<file path="src/hdl/bpc_pkg.sv">
// Package for the button press classifier: widths, class and event codes, register indexes.
`default_nettype none

package bpc_pkg;

  // Tick and hold counter width
  localparam int COUNT_WIDTH = 16;
  // Configuration register data width
  localparam int CFG_W       = 16;
  // Configuration index width (leaves room for indexes beyond the register list)
  localparam int CFG_IDX_W   = 2;
  // Width for comparing counters against register values
  localparam int CMP_W       = (COUNT_WIDTH > CFG_W) ? COUNT_WIDTH : CFG_W;

  typedef logic [COUNT_WIDTH-1:0] count_t;
  typedef logic [CFG_W-1:0]       cfg_word_t;
  typedef logic [CFG_IDX_W-1:0]   cfg_idx_t;
  typedef logic [CMP_W-1:0]       cmp_t;
  typedef logic [2:0]             code_t;

  // Register indexes
  localparam cfg_idx_t REG_SAMPLE_PERIOD  = 2'd0;
  localparam cfg_idx_t REG_LONG_THRESHOLD = 2'd1;

  // Register reset values
  localparam cfg_word_t SAMPLE_PERIOD_RST  = 16'd10;
  localparam cfg_word_t LONG_THRESHOLD_RST = 16'd1000;

  // Classification codes
  localparam code_t CLS_NONE      = 3'd0;
  localparam code_t CLS_RELEASED  = 3'd1;
  localparam code_t CLS_PRESSED   = 3'd2;
  localparam code_t CLS_PRESS_REL = 3'd3;
  localparam code_t CLS_LONG      = 3'd4;

  // Event codes
  localparam code_t EV_NONE      = 3'd0;
  localparam code_t EV_PRESSED   = 3'd1;
  localparam code_t EV_RELEASED  = 3'd2;
  localparam code_t EV_PRESS_REL = 3'd3;
  localparam code_t EV_LONG      = 3'd4;

  // Counter saturation value
  localparam count_t COUNT_MAX = '1;

  // One result beat; the last member lands in the lowest bits
  typedef struct packed {
    logic  sampled_now;
    code_t current_class;
    code_t event_raised;
  } result_t;

endpackage

`default_nettype wire

</file>
<file path="src/hdl/button_press_classifier.sv">
// Top level of the button press classifier: tick counter, class update and output buffer.
`default_nettype none

// Each input beat is one time tick carrying the raw active-low button pin in
// in_tdata[0]. Every sample_period ticks the pin is sampled and a five-valued
// classification (none, released, pressed, pressed_then_released, long_pressed)
// is updated; every tick yields one result beat with the event raised, the class
// after the update and a sampled flag. The block takes one tick per clock cycle
// while the skid stage is empty: the class and both counters update in the cycle
// a tick is accepted, and the result lands in an output register backed by a
// one-entry skid stage, so input keeps flowing for one more beat while the output
// is stalled. Configuration writes are always accepted and take effect on the next
// tick; write them only while no tick is in flight.

module button_press_classifier
  import bpc_pkg::*;
(
  input  wire logic      clk,
  input  wire logic      rst_n,
  // Input tick channel
  input  wire logic      in_tvalid,
  output logic           in_tready,
  input  wire logic [7:0] in_tdata,   // [0] pin_level, [7:1] zero
  // Result channel
  output logic           out_tvalid,
  input  wire logic      out_tready,
  output logic [7:0]     out_tdata,   // [2:0] event_raised, [5:3] current_class,
                                      // [6] sampled_now, [7] zero
  // Configuration write channel
  input  wire logic      cfg_valid,
  output logic           cfg_ready,
  input  wire cfg_idx_t  cfg_index,
  input  wire cfg_word_t cfg_data
);

  // Configuration registers
  cfg_word_t sample_period_r;
  cfg_word_t long_threshold_r;

  // Classification state
  code_t  press_class_r,  press_class_nxt;
  count_t sample_count_r, sample_count_nxt;
  count_t hold_count_r,   hold_count_nxt;

  // Output register and skid stage
  logic    out_valid_r,  out_valid_nxt;
  result_t out_data_r,   out_data_nxt;
  logic    skid_valid_r, skid_valid_nxt;
  result_t skid_data_r,  skid_data_nxt;

  logic    in_acc;
  logic    pin_level;
  count_t  sc_inc, hc_inc;
  logic    do_sample;
  result_t res;

  assign cfg_ready = 1'b1;
  assign in_tready = ~skid_valid_r;
  assign in_acc    = in_tvalid & in_tready;
  assign pin_level = in_tdata[0];

  // Write configuration registers; unknown indexes are dropped
  always_ff @(posedge clk) begin
    if (!rst_n) begin
      sample_period_r  <= SAMPLE_PERIOD_RST;
      long_threshold_r <= LONG_THRESHOLD_RST;
    end else if (cfg_valid && cfg_ready) begin
      if (cfg_index == REG_SAMPLE_PERIOD) begin
        sample_period_r <= cfg_data;
      end else if (cfg_index == REG_LONG_THRESHOLD) begin
        long_threshold_r <= cfg_data;
      end
    end
  end

  // Advance both counters with saturation and decide on a sample
  assign sc_inc    = (sample_count_r == COUNT_MAX) ? COUNT_MAX : sample_count_r + 1'b1;
  assign hc_inc    = (hold_count_r == COUNT_MAX) ? COUNT_MAX : hold_count_r + 1'b1;
  assign do_sample = cmp_t'(sc_inc) >= cmp_t'(sample_period_r);

  // Update the classification for one tick
  always_comb begin
    code_t ev;
    ev               = EV_NONE;
    press_class_nxt  = press_class_r;
    hold_count_nxt   = hc_inc;
    sample_count_nxt = do_sample ? '0 : sc_inc;
    if (do_sample) begin
      if (pin_level) begin
        if (press_class_r == CLS_PRESSED) begin
          press_class_nxt = CLS_PRESS_REL;
          ev              = EV_PRESS_REL;
        end else if (press_class_r != CLS_RELEASED && press_class_r != CLS_PRESS_REL) begin
          press_class_nxt = CLS_RELEASED;
          ev              = EV_RELEASED;
        end
      end else begin
        if (press_class_r == CLS_RELEASED || press_class_r == CLS_PRESS_REL) begin
          press_class_nxt = CLS_PRESSED;
          hold_count_nxt  = '0;
          ev              = EV_PRESSED;
        end else if (press_class_r == CLS_PRESSED &&
                     cmp_t'(hc_inc) > cmp_t'(long_threshold_r)) begin
          press_class_nxt = CLS_LONG;
          ev              = EV_LONG;
        end
      end
    end
    res.event_raised  = ev;
    res.current_class = press_class_nxt;
    res.sampled_now   = do_sample;
  end

  // Hold state unless a tick is accepted
  always_ff @(posedge clk) begin
    if (!rst_n) begin
      press_class_r  <= CLS_NONE;
      sample_count_r <= '0;
      hold_count_r   <= '0;
    end else if (in_acc) begin
      press_class_r  <= press_class_nxt;
      sample_count_r <= sample_count_nxt;
      hold_count_r   <= hold_count_nxt;
    end
  end

  // Steer results into the output register or park them in the skid stage
  always_comb begin
    out_valid_nxt  = out_valid_r;
    out_data_nxt   = out_data_r;
    skid_valid_nxt = skid_valid_r;
    skid_data_nxt  = skid_data_r;
    if (!out_valid_r || out_tready) begin
      if (skid_valid_r) begin
        out_valid_nxt  = 1'b1;
        out_data_nxt   = skid_data_r;
        skid_valid_nxt = 1'b0;
      end else begin
        out_valid_nxt = in_acc;
        out_data_nxt  = res;
      end
    end else if (in_acc) begin
      skid_valid_nxt = 1'b1;
      skid_data_nxt  = res;
    end
  end

  always_ff @(posedge clk) begin
    if (!rst_n) begin
      out_valid_r  <= 1'b0;
      skid_valid_r <= 1'b0;
    end else begin
      out_valid_r  <= out_valid_nxt;
      skid_valid_r <= skid_valid_nxt;
    end
  end

  always_ff @(posedge clk) begin
    out_data_r  <= out_data_nxt;
    skid_data_r <= skid_data_nxt;
  end

  assign out_tvalid = out_valid_r;
  assign out_tdata  = {1'b0, out_data_r};

  // A parked result always sits behind a pending output beat
  a_skid_behind_out: assert property (@(posedge clk) disable iff (!rst_n)
    skid_valid_r |-> out_valid_r)
    else $error("skid stage holds a beat while output register is empty");

  // A sampled tick restarts the sample counter
  a_sample_restart: assert property (@(posedge clk) disable iff (!rst_n)
    (in_acc && do_sample) |=> (sample_count_r == '0))
    else $error("sample counter not cleared after a sample");

  // A press event restarts the hold counter and enters the pressed class
  a_press_restart: assert property (@(posedge clk) disable iff (!rst_n)
    (in_acc && res.event_raised == EV_PRESSED)
      |=> (hold_count_r == '0 && press_class_r == CLS_PRESSED))
    else $error("press event did not restart hold counter");

  // A long press event only ever leaves the pressed class
  a_long_from_pressed: assert property (@(posedge clk) disable iff (!rst_n)
    (in_acc && res.event_raised == EV_LONG) |-> (press_class_r == CLS_PRESSED))
    else $error("long press raised outside the pressed class");

  // No event without a sample
  a_event_needs_sample: assert property (@(posedge clk) disable iff (!rst_n)
    (out_valid_r && out_data_r.event_raised != EV_NONE) |-> out_data_r.sampled_now)
    else $error("event raised on a tick without a sample");

endmodule

`default_nettype wire
</file>
<file path="config.mk">
export PLATFORM = sky130hd
export DESIGN_NAME = button_press_classifier
export DESIGN_NICKNAME = d
export VERILOG_FILES = /design/src/hdl/bpc_pkg.sv /design/src/hdl/button_press_classifier.sv
export SDC_FILE = /design/constraint.sdc
export NUM_CORES = 1
export LEC_CHECK = 0
export ABC_AREA = 1
export BUFFER_PORTS_ARGS = -buffer_cell sky130_fd_sc_hd__buf_2
export CAP_MARGIN = 20
export CORE_UTILIZATION = 45
export CTS_CLUSTER_DIAMETER = 150
export DETAILED_ROUTE_END_ITERATION = 12
export SLEW_MARGIN = 25
export SYNTH_ARGS = -nofsm -noshare
export SYNTH_HDL_FRONTEND = slang
export SYNTH_SLANG_ARGS = --single-unit
</file>
<file path="constraint.sdc">
create_clock -name clk -period 3 [get_ports clk]
set_input_delay 0.6 -clock clk [delete_from_list [all_inputs] [get_ports clk]]
set_output_delay 0.6 -clock clk [all_outputs]
set_load 0.02 [all_outputs]
</file>
==> impl_metrics.py, run 1 <==
metrics = {
    "status": {
        "status": "finished, final reports clean",
    },
    "run": {
        "maxCapViolCount": 0,
    },
    "worst_setup_path": {
        "crit_buf_inv": 7,
        "endpoint_kind": "flop",
        "critPathKind": "reg -> reg",
        "cp_slowest_cell": "dfxtp_2",
        "crit_required_ns": 3.23,
        "path_cells": "ha_4 -> nand3_4 -> nor3_4 -> buf_6 -> buf_4 -> nand3_1 -> xnor2_1 -> nor2_1 -> inv_1 -> ha_1 -> nand2_2 -> nor3_2 -> buf_4 -> nand2_2 -> nand3_4 -> buf_6 -> nor2_4 -> buf_12 -> buf_16 -> a22oi_2 -> nor2_1",
        "crit_fanout": 8,
        "critPathArrivalTime_ns": 3.22,
        "start_kind": "flop",
        "slowest_delay_ns": 0.36,
        "critical_path.top_delay_family": "simple AND/OR/NAND/NOR gates",
    },
    "yosys": {
        "yosysWarnings": 0,
        "ys.flop_type": "dfxtp_1",
        "synth_area_um2": 4910,
        "syn_avg_cell_area_um2": 7.54,
        "async_flop_share_pct": 0,
        "syn-num-nets": 716,
        "syn-instance-count": 651,
        "synth_seq_cells": 83,
        "seq_area_frac_synth_pct": 36.7,
        "synth.distinct_cells": 40,
        "synth_edf_count": 14,
    },
    "cts": {
        "cts_buffer_depth": 2,
        "path_clk_slew_ns": 0.09,
        "htree_levels": 3,
        "numClockSinks": 83,
        "cts_tree": "built",
        "clk_latency_ns": 0.35,
        "postCtsHoldBufs": 0,
        "numCtsBuffers": 9,
        "root_buffer": "clkbuf_8",
    },
    "layout": {
        "synthToLayoutAreaGrowth_pct": 23.1,
        "multi_input_area_um2": 2950,
        "fill_cells": 970,
        "nets": 780,
        "stdcell_area_um2": 6040,
        "antenna_cells": 0,
        "layout-drive-gt1-share_pct": 28.1,
        "seq_area_um2": 1820,
    },
    "place": {
        "dp_hpwl_mm": 8.08,
        "place.gp.congestion": 0.868,
        "dpl_cell_area_um2": 5230,
        "post-place-ws_ns": -0.125,
        "numPortBuffers": 32,
    },
    "timing": {
        "slew_viol_final": 0,
        "setup_viol": 0,
        "finalSetupTns_ns": 0,
        "fin_crit_ns": 2.99,
        "slew_headroom_pct": 55.6,
        "fin_crit_sh_pct": 99.5,
        "setup_ws_ns": 0.0147,
        "hold_viol_final": 0,
        "rsz0062_at_grt": "yes",
        "finClkSkew_ns": 0.0157,
        "fmax_ghz": 0.335,
        "worst_pin_slew_ns": 0.665,
        "hold_ws_ns": 0.463,
    },
    "floorplan": {
        "io_pins": 42,
        "die_h_um": 106,
        "start_util_pct": 46.9,
        "num_rows": 37,
        "die_w_um": 106,
        "die-area_um2": 11300,
        "fp.coreArea_um2": 10500,
    },
    "grt": {
        "grt_pass1_vias": 4126,
        "grtUsageTotal_pct": 21.1,
        "antenna_found_initial": 0,
        "globalRoute.totalOverflow": 0,
        "grt_max_degree": 37,
        "grt_pass1_wl_mm": 19.1,
    },
    "detailed_routing": {
        "wire_per_inst_um": 13.8,
        "drt_pass1_iterations": 4,
        "vias_per_cell": 5.21,
        "drc_errors": 0,
        "drtAntennaViolNets": 0,
        "routed_wl_mm": 11.8,
        "first_iter_violations": 220,
        "num_vias": 4458,
    },
    "power_and_ir_drop": {
        "power_leakage_nw": 2.62,
        "vdd_drop_max_v": 0.000186,
        "power_density_nw_per_um2": 361,
    },
    "worst_hold_path": {
        "hp-class": "reg -> reg",
    },
}
## sequential cells by signal (all words and copies together) (netlist names)
name / flops
sample_count_r: 16
out_tvalid: 1
press_class_r: 3
skid_data_r: 7
long_threshold_r: 16
hold_count_r: 16
skid_valid_r: 1
out_tdata: 7
sample_period_r: 16
## worst reg2reg max path, stage by stage (launching register included)
cell	delay, ns
dfxtp_2	0.36
ha_4	0.16
nand3_4	0.08
nor3_4	0.18
buf_6	0.15
buf_4	0.10
nand3_1	0.08
xnor2_1	0.14
nor2_1	0.08
inv_1	0.07
ha_1	0.29
nand2_2	0.07
nor3_2	0.17
buf_4	0.15
nand2_2	0.06
nand3_4	0.10
buf_6	0.11
nor2_4	0.04
buf_12	0.14
buf_16	0.14
a22oi_2	0.14
nor2_1	0.06
## power by group
part	total, mW	switching (mW)	leakage [nW]	internal (mW)
clock	0.712	0.414	0.0754	0.298
combinational	0.285	0.179	1.83	0.106
sequential	1.19	0.0155	0.716	1.17
## per-layer routing
layer / GRT usage [%] / wire, um / up-vias
li1: - / - / 2260
met2: 34.3 / 5560 / 102
met5: 0 / 0 / -
met4: 6.85 / 144 / 0
met3: 2.58 / 388 / 13
met1: 29.1 / 5700 / 2083
## cell usage after synthesis (3+ instances only)
master,number,area (um^2)
nand2_1,121,454
inv_1,89,334
dfxtp_1,69,1380
nor2_1,68,255
a21oi_1,52,260
o21ai_0,37,185
ha_1,34,425
nand3_1,30,150
a22oi_1,16,120
nand3_2,15,150
edfxtp_1,14,420
clkbuf_1,13,48.8
nor3_1,10,50.1
clkinv_1,8,30.0
o211ai_1,8,60.1
nand4_1,7,43.8
xor2_1,7,61.3
a21oi_2,5,43.8
a31oi_1,5,31.3
clkbuf_8,5,68.8
xnor2_1,4,35.0
buf_4,3,22.5
inv_2,3,11.3
nand3_4,3,52.6
or2_2,3,18.8
## layout make-up
type	count	area share [%]
flip-flops and latches	83	30.1
clock inverters	4	0.476
inverters	101	6.40
repair buffers	73	9.20
well taps	136	2.82
multi-input cells	446	48.8
clock buffers	11	2.17
repair inverters	1	0.124
## repair_timing
action,4_1_cts,5_1_grt
setup buffers,20,7
setup endpoints to repair,45,49
gates cloned,2,0
gates resized for setup,29,68
pin swaps,14,22
## cell usage in the layout (no fill, tap or decap), drive strengths merged
| cell type | n |
|---|---|
| buf | 73 |
| o211ai | 8 |
| or2 | 5 |
| a22oi | 16 |
| a211oi | 1 |
| xnor2 | 4 |
| nor2 | 73 |
| a31oi | 5 |
| dfxtp | 69 |
| clkbuf | 11 |
| nand3b | 1 |
| o21a | 1 |
| o21ai | 40 |
| clkinv | 10 |
| nor3 | 13 |
| a21o | 1 |
| ha | 34 |
| conb | 2 |
| nand2 | 121 |
| a21oi | 57 |
| nand4 | 7 |
| nand3 | 48 |
| inv | 93 |
| xor2 | 7 |
| clkinvlp | 3 |
| edfxtp | 14 |
| nor4 | 2 |
## path summary, 6_finish.rpt
| path | cells after the start | slack, ns | from | to |
|---|---|---|---|---|
| max reg2reg | 21 | 0.01 | sample_count_r[0]$_SDFFE_PN0P_ | sample_count_r[5]$_SDFFE_PN0P_ |
| min reg2reg | 2 | 0.46 | long_threshold_r[10]$_SDFFE_PN0P_ | long_threshold_r[10]$_SDFFE_PN0P_ |
| min | 2 | 0.46 | long_threshold_r[10]$_SDFFE_PN0P_ | long_threshold_r[10]$_SDFFE_PN0P_ |
| max | 21 | 0.01 | sample_count_r[0]$_SDFFE_PN0P_ | sample_count_r[5]$_SDFFE_PN0P_ |
## logic make-up after synthesis
family                   after synthesis  synth area share [%]
other                                  2                 0.153
adder cells (fa/ha/maj)               34                  8.67
AND/OR/NAND/NOR                      270                  26.6
XOR/XNOR                              11                  1.96
buffers and inverters                122                  10.7
AO/OA/AOI/OAI                        129                  15.2
flip-flops                            83                  36.7
## stage by stage
| step | instances | power [mW] | util (%) |
|---|---|---|---|
| 2_1_floorplan | 651 | 1.38 | - |
| 3_3_place_gp | 812 | 1.44 | 50.0 |
| 3_5_place_dp | 812 | 1.45 | 50.0 |
| 4_1_cts | 849 | 2.18 | 54.5 |
| 5_1_grt | 855 | 2.28 | 57.7 |
| 6_report | 855 | 2.18 | 57.7 |
No activity file was read; power rests on OpenSTA's default activity.
==> run 2, diff against run 1 <==
--- a/config.mk
+++ b/config.mk
@@ -11,6 +11,7 @@
 export CORE_UTILIZATION = 45
 export CTS_CLUSTER_DIAMETER = 150
 export DETAILED_ROUTE_END_ITERATION = 12
+export RECOVER_POWER = 50
 export SLEW_MARGIN = 25
 export SYNTH_ARGS = -nofsm -noshare
 export SYNTH_HDL_FRONTEND = slang
==> run 2 against run 1 <==
  * Worst hold slack hardly changed
  * Global-route usage stayed put
  * Maximum frequency hardly changed
  * Critical endpoint unchanged
  * Highest routed layer unchanged
==> impl_metrics.py, run 2 (synthesis results as in run 1) <==
metrics = {
    "cts": {
        "clk_latency_ns": 0.35,
        "cts_buffer_depth": 2,
        "numCtsBuffers": 9,
        "numClockSinks": 83,
        "htree_levels": 3,
        "cts_tree": "built",
        "root_buffer": "clkbuf_8",
        "postCtsHoldBufs": 0,
        "path_clk_slew_ns": 0.09,
    },
    "worst_setup_path": {
        "critPathKind": "reg -> reg",
        "crit_fanout": 8,
        "endpoint_kind": "flop",
        "r2r_slack_ns": 0.01,
        "crit_required_ns": 3.23,
        "critPathArrivalTime_ns": 3.22,
        "start_kind": "flop",
        "rr_worst_depth": 21,
        "r2r_start": "sample_count_r[0]$_SDFFE_PN0P_",
        "worstReg2RegEnd": "sample_count_r[5]$_SDFFE_PN0P_",
    },
    "timing": {
        "setup_viol": 0,
        "fmax_ghz": 0.335,
        "fin_crit_ns": 2.99,
        "fin_crit_sh_pct": 99.5,
        "hold_viol_final": 0,
        "rsz0062_at_grt": "yes",
        "finalSetupTns_ns": 0,
        "finClkSkew_ns": 0.0153,
        "hold_ws_ns": 0.464,
        "worst_pin_slew_ns": 1.24,
        "slew_headroom_pct": 17.2,
        "slew_viol_final": 0,
    },
    "power_and_ir_drop": {
        "netSwitchingFraction_pct": 27.9,
        "intPower_mw": 1.57,
        "power_density_nw_per_um2": 362,
        "seq_power_share_pct": 54.4,
        "vdd_drop_max_v": 0.000186,
        "p_clk_share_pct": 32.6,
        "power.share.combinational_pct": 13.0,
        "p_switching_uw": 608,
        "power_leakage_nw": 2.59,
    },
    "detailed_routing": {
        "vias_per_cell": 5.21,
        "drtAntennaViolNets": 0,
        "first_iter_violations": 220,
        "drt_pass1_iterations": 4,
        "drc_errors": 0,
        "num_vias": 4456,
        "wire_per_inst_um": 13.8,
        "routed_wl_mm": 11.8,
    },
    "grt": {
        "grt_pass1_vias": 4126,
        "grt_pass1_wl_mm": 19.1,
        "antenna_found_initial": 0,
        "grtUsageTotal_pct": 21.1,
        "grt_max_degree": 37,
        "globalRoute.totalOverflow": 0,
    },
    "layout": {
        "layout-drive-gt1-share_pct": 26.7,
        "nets": 780,
        "final_common_cell": "nand2_1",
        "antenna_cells": 0,
        "synthToLayoutAreaGrowth_pct": 22.9,
        "final_cell_mix": "nand2_1, inv_1, nor2_1",
        "layout.cells.non_filler": 855,
        "stdcell_area_um2": 6030,
        "fill_cells": 980,
        "final_core_util_pct": 57.6,
    },
    "floorplan": {
        "die-area_um2": 11300,
        "fp.coreArea_um2": 10500,
        "num_rows": 37,
        "die_w_um": 106,
        "io_pins": 42,
        "die_h_um": 106,
        "start_util_pct": 46.9,
    },
    "place": {
        "dp_hpwl_mm": 8.08,
        "numPortBuffers": 32,
        "dpl_cell_area_um2": 5230,
        "dp_cells": 812,
        "place.gp.congestion": 0.868,
    },
    "worst_hold_path": {
        "hold_path_end": "long_threshold_r[10]$_SDFFE_PN0P_",
        "min_path_cells": 2,
        "hp-class": "reg -> reg",
        "worst_hold_startpoint": "long_threshold_r[10]$_SDFFE_PN0P_",
    },
    "run": {
        "maxCapViolCount": 0,
    },
    "status": {
        "status": "finished, final reports clean",
    },
}
[run 2: layout make-up]
type,instances,area [um^2],area share (%)
inverters,101,387,6.41
flip-flops and latches,83,1820,30.1
clock inverters,4,28.8,0.477
repair inverters,1,7.51,0.125
multi-input cells,446,2950,48.9
well taps,136,170,2.82
clock buffers,11,131,2.18
repair buffers,73,543,9.01
[run 2: worst max-delay path: stages, from the launching register on]
cell	delay, ns
dfxtp_2	0.36
ha_4	0.16
nand3_4	0.08
nor3_4	0.18
buf_6	0.15
buf_4	0.10
nand3_1	0.08
xnor2_1	0.14
nor2_1	0.08
inv_1	0.07
ha_1	0.29
nand2_2	0.07
nor3_2	0.17
buf_4	0.15
nand2_2	0.06
nand3_4	0.10
buf_6	0.11
nor2_4	0.04
buf_12	0.14
buf_16	0.14
a22oi_2	0.13
nor2_1	0.06
[run 2: routing by layer]
layer	wire length (um)	GRT usage [%]	vias to the layer above	part of all wire, %
li1	-	-	2260	-
met3	398	2.58	13	3.4
met4	144	6.85	0	1.2
met2	5550	34.3	102	47
met1	5700	29.1	2081	48
met5	0	0	-	0
[run 2: repair_timing]
item,in CTS,in global routing
resized for setup,29,68
gates cloned,2,0
setup endpoints to repair,45,49
buffers inserted,20,7
pin swaps,14,22
[run 2: how the worst max path moves through the flow]
stage          slack [ns]                               to  cells after the start                      startpoint
3_3_place_gp        -0.05           out_tdata[0]$_DFFE_PN_                     16  sample_count_r[0]$_SDFFE_PN0P_
3_5_place_dp        -0.13   sample_count_r[0]$_SDFFE_PN0P_                     17  sample_count_r[0]$_SDFFE_PN0P_
4_1_cts             -0.04  sample_count_r[12]$_SDFFE_PN0P_                     19  sample_count_r[1]$_SDFFE_PN0P_
5_1_grt             -0.18    press_class_r[0]$_SDFFE_PN0P_                     22  sample_count_r[0]$_SDFFE_PN0P_
6_report             0.01   sample_count_r[5]$_SDFFE_PN0P_                     21  sample_count_r[0]$_SDFFE_PN0P_
2_1_floorplan        0.29    hold_count_r[11]$_SDFFE_PN0P_                     17  sample_count_r[0]$_SDFFE_PN0P_
[run 2: power by group through the flow]
stage | sequential, mW | combinational (mW) | clock [mW]
2_1_floorplan | 1.22 | 0.156 | 0
3_3_place_gp | 1.21 | 0.232 | 0
3_5_place_dp | 1.21 | 0.239 | 0
4_1_cts | 1.19 | 0.263 | 0.733
5_1_grt | 1.19 | 0.320 | 0.768
6_report | 1.19 | 0.282 | 0.711
[run 2: per-stage QoR]
step           setup WS [ns]  power (mW)
2_1_floorplan          0.290        1.38
3_3_place_gp         -0.0465        1.44
3_5_place_dp          -0.125        1.45
4_1_cts              -0.0362        2.18
5_1_grt               -0.177        2.28
6_report              0.0147        2.18
